`src/design/wlat_pkg.sv`:
```
package wlat_pkg;

  // Default sizes of the table.
  localparam int DEF_NODES        = 16;
  localparam int DEF_WAVELENGTHS  = 16;
  localparam int DEF_CONN_ID_BITS = 10;

  // Fixed widths of the port fields.
  localparam int CMD_W     = 3;
  localparam int NODE_W    = 4;
  localparam int WL_W      = 4;
  localparam int ID_W      = 10;
  localparam int CNT_OUT_W = 5;

  // Command codes. The remaining codes of the field are unused.
  typedef enum logic [CMD_W-1:0] {
    CMD_CHECK   = 3'd0,
    CMD_ALLOC   = 3'd1,
    CMD_RELEASE = 3'd2,
    CMD_QUERY   = 3'd3,
    CMD_CLEAR   = 3'd4
  } cmd_t;

  typedef enum logic [2:0] {
    S_SWEEP_INIT,
    S_IDLE,
    S_RD_FWD,
    S_USE_FWD,
    S_RD_REV,
    S_USE_REV,
    S_SWEEP_CLR,
    S_DONE
  } state_t;

  // Controller to datapath.
  typedef struct packed {
    logic take;
    logic sweep;
    logic sel_rev;
    logic use_data;
    logic load_out;
  } ctl_t;

  // Datapath to controller.
  typedef struct packed {
    logic [CMD_W-1:0] cmd;
    logic             bidir;
    logic             act_ok;
    logic             out_free;
    logic             sweep_last;
  } sts_t;

endpackage

```
`src/design/wlat_ctrl.sv`:
```
module wlat_ctrl (
  input  logic            clk,
  input  logic            rst,
  input  logic            in_valid,
  output logic            in_stall,
  input  wlat_pkg::sts_t  sts,
  output wlat_pkg::ctl_t  ctl
);

  wlat_pkg::state_t state, state_next;

  always_ff @(posedge clk) begin
    if (rst) begin
      state <= wlat_pkg::S_SWEEP_INIT;
    end else begin
      state <= state_next;
    end
  end

  always_comb begin
    state_next   = state;
    ctl          = '0;
    in_stall     = 1'b1;
    unique case (state)
      wlat_pkg::S_SWEEP_INIT: begin
        ctl.sweep = 1'b1;
        if (sts.sweep_last) begin
          state_next = wlat_pkg::S_IDLE;
        end
      end
      wlat_pkg::S_IDLE: begin
        in_stall = 1'b0;
        ctl.take = in_valid;
        if (in_valid) begin
          state_next = wlat_pkg::S_RD_FWD;
        end
      end
      wlat_pkg::S_RD_FWD: begin
        if (sts.cmd == wlat_pkg::CMD_CLEAR) begin
          state_next = wlat_pkg::S_SWEEP_CLR;
        end else if (sts.cmd == wlat_pkg::CMD_CHECK || sts.cmd == wlat_pkg::CMD_QUERY) begin
          state_next = wlat_pkg::S_USE_FWD;
        end else if ((sts.cmd == wlat_pkg::CMD_ALLOC || sts.cmd == wlat_pkg::CMD_RELEASE)
                     && sts.act_ok) begin
          state_next = wlat_pkg::S_USE_FWD;
        end else begin
          state_next = wlat_pkg::S_DONE;
        end
      end
      wlat_pkg::S_USE_FWD: begin
        ctl.use_data = 1'b1;
        if (sts.bidir && sts.cmd != wlat_pkg::CMD_QUERY) begin
          state_next = wlat_pkg::S_RD_REV;
        end else begin
          state_next = wlat_pkg::S_DONE;
        end
      end
      wlat_pkg::S_RD_REV: begin
        ctl.sel_rev = 1'b1;
        state_next  = wlat_pkg::S_USE_REV;
      end
      wlat_pkg::S_USE_REV: begin
        ctl.sel_rev  = 1'b1;
        ctl.use_data = 1'b1;
        state_next   = wlat_pkg::S_DONE;
      end
      wlat_pkg::S_SWEEP_CLR: begin
        ctl.sweep = 1'b1;
        if (sts.sweep_last) begin
          state_next = wlat_pkg::S_DONE;
        end
      end
      wlat_pkg::S_DONE: begin
        if (sts.out_free) begin
          ctl.load_out = 1'b1;
          state_next   = wlat_pkg::S_IDLE;
        end
      end
      default: begin
        state_next = wlat_pkg::S_IDLE;
      end
    endcase
  end

endmodule

```
`config.mk`:
```
export PLATFORM = sky130hd
export DESIGN_NAME = wlat_ctrl
export DESIGN_NICKNAME = d
export VERILOG_FILES = /design/src/design/wlat_pkg.sv /design/src/design/wlat_ctrl.sv
export SDC_FILE = /design/constraint.sdc
export NUM_CORES = 1
export LEC_CHECK = 0
export ABC_AREA = 1
export BUFFER_PORTS_ARGS = -buffer_cell sky130_fd_sc_hd__buf_4
export CORE_AREA = 3 3 40 42
export DETAILED_ROUTE_END_ITERATION = 7
export DIE_AREA = 0 0 43 45
export GPL_TIMING_DRIVEN = 0
export HOLD_SLACK_MARGIN = 0.02
export PLACE_DENSITY = 0.57
export SLEW_MARGIN = 20
export SYNTH_ARGS = -nofsm -noshare
export SYNTH_HDL_FRONTEND = slang
export SYNTH_SLANG_ARGS = --single-unit
```
`constraint.sdc`:
```
create_clock -name clk -period 1.1 [get_ports clk]
set_clock_uncertainty 0.15 [all_clocks]
set_input_delay 0.11 -clock clk [delete_from_list [all_inputs] [get_ports clk]]
set_output_delay 0.11 -clock clk [all_outputs]
set_load 0.1 [all_outputs]
```
==> results of run 1 <==
==> cells in the mapped netlist (all sizes together) <==
master,instances
nand2,19
nor2,11
inv,10
nand3,5
a21oi,4
dfxtp,3
nor3,3
o21ai,3
buf,2
nand4,1
o21bai,1
or2,1
==> power groups by stage <==
| stage | Clock [mW] | Combinational (mW) | Sequential [mW] |
|---|---|---|---|
| 2_1_floorplan | 0 | 0.719 | 0.156 |
| 3_3_place_gp | 0 | 0.855 | 0.159 |
| 3_5_place_dp | 0 | 0.857 | 0.160 |
| 4_1_cts | 0.201 | 1.11 | 0.157 |
| 5_1_grt | 0.220 | 1.17 | 0.194 |
| 6_report | 0.191 | 1.10 | 0.187 |
==> cells by family (layout without fill, tap and decap cells) <==
kind of cell	Yosys count	in the layout	synth area share [%]
compound gates	8	8	12.1
buf+inv	12	40	15.6
flops	3	3	17.0
simple gates	40	40	55.3
==> path summary, 6_finish.rpt <==
check	end	slack (ns)	cells past startpoint
setup / recovery	ctl[4]	-0.38	6
hold / removal	state[0]	0.14	5
setup reg to reg	state[2]	-0.30	8
hold reg to reg	state[0]	0.57	4
==> layout make-up <==
type | count | area, um^2
fill | 118 | 499
multi-input combinational | 48 | 338
timing repair buffer | 25 | 269
sequential | 3 | 68.8
inverter | 10 | 50.0
clock buffer | 4 | 26.3
tap | 15 | 18.8
buffer | 1 | 15.0
==> timing repair <==
action                     CTS  global route
setup endpoints to repair    9             9
setup buffers                9             0
hold endpoints to repair     3             0
pin swaps                    8             5
gates resized for setup     23             8
hold buffers                 1             0
==> metal layers <==
metal  routed length, um  track usage, %
met1                 454            14.6
met5                   0               0
met3                  39            4.78
met4                   0            1.81
met2                 564            24.0
==> critical path, cell delays in order, from the launching register on <==
cell,delay (ns)
dfxtp_2,0.32
buf_8,0.14
inv_6,0.04
nor2_4,0.15
nand2_8,0.07
nor2_4,0.10
buf_12,0.18
==> impl_metrics.toml, run 1 <==
[route]
wire_per_inst_um = 9.98
drt_iter0_markers = 0
drt-total-wl_mm = 1.06
detail-route-antenna-nets = 0
drcViolationCount = 0
via_count = 472
viasPerCell = 4.45
drtPass1Iterations = 1

[setup_path]
required_ns = 0.84
critical_path_class = "flop to output port"
crit_arrival_ns = 1.22
r2r-start = "state[0]"
end_kind = "output port"
startpoint_type = "flop"
critPathLaunch = "state[0]"
cp_max_fo = 7

[cells_and_area]
final_cells = 106
largestRegisters = "state x3"
fin_nets = 102
layout_commonest_cell = "buf_4"
utilization_pct = 61.1
num_antenna_cells = 0
final_area_um2 = 786
largest-register = "state"
largest_reg_flops = 3
drive_gt1_share_pct = 57.1
mostFrequentLayoutCells = "buf_4 (17), nand2_1 (13), inv_1 (6), nor2_1 (6), buf_12 (6)"
area_growth_pct = 123

[yosys]
syn_inst = 63
synth_seq_area_share_pct = 17.0
synthesis.area_um2 = 353
synth_top_area_cell = "dfxtp_1"
synth_top_area_share_pct = 17.0
synth-seq-cells = 3
yosysUniqueCellTypes = 19
synth_area_per_cell_um2 = 5.60
synth_warnings = 0
synth_area_leaders = "dfxtp_1 (17%), nand2_1 (17%), nor2_1 (8.5%)"
syn_nets = 73

[worst_hold_path]
hp-class = "input pin to flop"
worstHoldStart = "sts[0]"

[global_route]
track_usage_pct = 13.0
grt_pass1_wl_mm = 1.89
grt_max_degree = 9
grt_antenna_before_repair = 0
grt_pass1_vias = 456
overflow = 0

[pwr]
power_mw = 1.48
ir_drop_uv = 721
combinationalPowerShare_pct = 74.4
pwr-share-clk_pct = 12.9
switching_share_pct = 51.2
leakage_nw = 0.392
p_per_area_nw_per_um2 = 1880
power_switching_uw = 757
p_int_uw = 721
seqPwrFrac_pct = 12.7

[clock_network]
cts_sinks = 3
cts_made_buffers = 3
cts_tree = "yes"
clk_latency_ns = 0.23
htreeDepth = 1
path_clk_slew_ns = 0.04
clk_root_buffer_cell = "clkbuf_4"
clk_path_buf_depth = 2

[sta]
whs_ns = 0.142
rsz0062_at_grt = "yes"
final.setup.tns_ns = -2.77
fin_crit_ns = 1.48
max-slew-margin-rel_pct = 83.4
tightest_slew_ns = 0.247
timing.final.crit_share_pct = 135
max_freq_mhz = 674
setup_viol = 9
slew_violations = 0
setup_slack_ns = -0.385
hold_viol = 0

[floorplanning]
rows = 13
initial_core_util_pct = 27.5
die_area_um2 = 1940
coreArea_um2 = 1280
fp.dieH_um = 45
ioPinCount = 16
die_x_um = 43

[place]
dpl.cell_count = 93
dp_slack_ns = -0.315
dpl_cell_area_um2 = 571
io_buffers = 15
dp_hpwl_um = 711
gp_congestion = 0.698

[status]
failed_checks = "setup timing"
outcome = "complete, but fails checks"

[flow_run]
maxCapViolations = 0
Power figures use the tool's default switching activity.
==> run 2, diff against run 1 <==
Settings changed: TNS_END_PERCENT from default to 50.
==> run 2 against run 1 <==
Sequential power shrank 11%; non-clock buffer count shrank 4; wire length shrank 14%; utilization shrank 4.4 points; first-iteration DRC count grew 10; power shrank 6.3%; sequential share of layout area grew 0.16 points; the run still ends with setup timing left; clock power is essentially flat; maximum frequency grew 0.35%; sequential cell count is the same; final cell count shrank 3.8%; critical path depth is the same.
==> impl_metrics.toml, run 2 (synthesis gave the netlist of run 1 again) <==
[status]
outcome = "complete, but fails checks"
failed_checks = "setup timing"

[place]
gp_congestion = 0.773
dp_hpwl_um = 694
dpl.cell_count = 93
io_buffers = 15

[clock_network]
htreeDepth = 1
clk_path_buf_depth = 2
cts_tree = "yes"
clk_root_buffer_cell = "clkbuf_4"
cts_made_buffers = 3
clk_latency_ns = 0.23
cts_sinks = 3
path_clk_slew_ns = 0.04

[floorplanning]
die_x_um = 43
initial_core_util_pct = 27.5
ioPinCount = 16
coreArea_um2 = 1280
fp.dieH_um = 45
die_area_um2 = 1940
rows = 13

[cells_and_area]
largestRegisters = "state x3"
largest-register = "state"
multi_input_area_um2 = 327
nFillCells = 112
ff_latch_area_um2 = 65.1
drive_gt1_share_pct = 54.0
fin_nets = 98
num_antenna_cells = 0
area_growth_pct = 107
largest_reg_flops = 3
final_cells = 102
mostFrequentLayoutCells = "nand2_1 (13), buf_4 (13), inv_1 (6), nor2_1 (6)"

[global_route]
grt_max_degree = 9
overflow = 0
grt_pass1_vias = 432
track_usage_pct = 11.0
grt_pass1_wl_mm = 1.64
grt_antenna_before_repair = 0

[sta]
tightest_slew_ns = 0.278
setup_slack_ns = -0.379
rsz0062_at_grt = "yes"
whs_ns = 0.130
max-slew-margin-rel_pct = 81.6
fin_crit_ns = 1.48
max_freq_mhz = 676
setup_viol = 9
final.setup.tns_ns = -2.77
slew_violations = 0
hold_viol = 0
timing.final.crit_share_pct = 134

[setup_path]
crit_arrival_ns = 1.22
end_kind = "output port"
required_ns = 0.84
startpoint_type = "flop"
critical_path_class = "flop to output port"
cp_max_fo = 6

[pwr]
leakage_nw = 0.348
ir_drop_uv = 1040
combinationalPowerShare_pct = 74.4
p_per_area_nw_per_um2 = 1900
seqPwrFrac_pct = 12.0
p_int_uw = 668
switching_share_pct = 51.8
pwr-share-clk_pct = 13.6
power_switching_uw = 718

[route]
detail-route-antenna-nets = 0
via_count = 458
drtPass1Iterations = 3
drt-total-wl_um = 910
drt_iter0_markers = 10
drcViolationCount = 0
viasPerCell = 4.49
wire_per_inst_um = 8.92

[flow_run]
maxCapViolations = 0

[worst_hold_path]
hp-class = "input pin to flop"
[run 2: changes by cell type in the layout (fill, tap and decap cells not counted)]
cell     previous run  this run
dfxtp_1             0         1
buf_12              6         5
nor3_4              2         1
nand2_4             2         1
inv_8               0         1
buf_4              17        13
inv_6               2         0
nand2_2             2         3
dfxtp_4             2         1
buf_6               1         2
inv_2               1         2
nor3_2              1         2
[run 2: power groups by stage]
stage,Combinational (mW),Sequential [mW],Clock (mW)
2_1_floorplan,0.692,0.153,0
3_3_place_gp,0.826,0.157,0
3_5_place_dp,0.825,0.157,0
4_1_cts,1.01,0.164,0.199
5_1_grt,1.09,0.170,0.210
6_report,1.03,0.167,0.188
[run 2: timing repair]
action                                  4_1_cts  5_1_grt
hold buffers                                  1        0
setup buffers                                 3        1
hold endpoints to repair                      3        0
endpoints found under the setup margin        9        9
pin swaps                                     3        4
gates resized for setup                      21        3
[run 2: path summary, 6_finish.rpt]
kind             from       end  slack [ns]  depth (start not counted)
max          state[1]    ctl[1]       -0.38                          6
min            sts[0]  state[0]        0.13                          5
max reg2reg  state[0]  state[1]       -0.27                          8
min reg2reg  state[2]  state[2]        0.47                          2
[run 2: critical path: stages, from the launching register on]
cell     delay [ns]
dfxtp_1        0.30
buf_6          0.14
buf_12         0.13
nor2_4         0.10
nand2_2        0.10
nand2_8        0.07
buf_12         0.16
[run 2: metrics by stage]
step	setup WS [ns]	instance area, um^2	power, mW	utilization [%]
2_1_floorplan	-0.503	429	0.845	-
3_3_place_gp	-0.328	561	0.983	43.6
3_5_place_dp	-0.334	561	0.982	43.6
4_1_cts	-0.392	708	1.37	55.1
5_1_grt	-0.443	729	1.47	56.8
6_report	-0.379	729	1.39	56.8
[run 2: area by class of cell]
class                           count  area share [%]
Multi-Input combinational cell     48            44.8
Timing Repair Buffer               20            30.0
Sequential cell                     3            8.92
Inverter                           10            6.52
Clock buffer                        4            3.60
Buffer                              2            3.60
Tap cell                           15            2.57
[run 2: metal layers]
metal	global-route usage [%]	share of wire [%]	up-vias
li1	-	-	249
met1	13.0	43	198
met2	19.5	51	11
met3	3.98	6.0	0
met4	1.81	0	0
met5	0	0	-
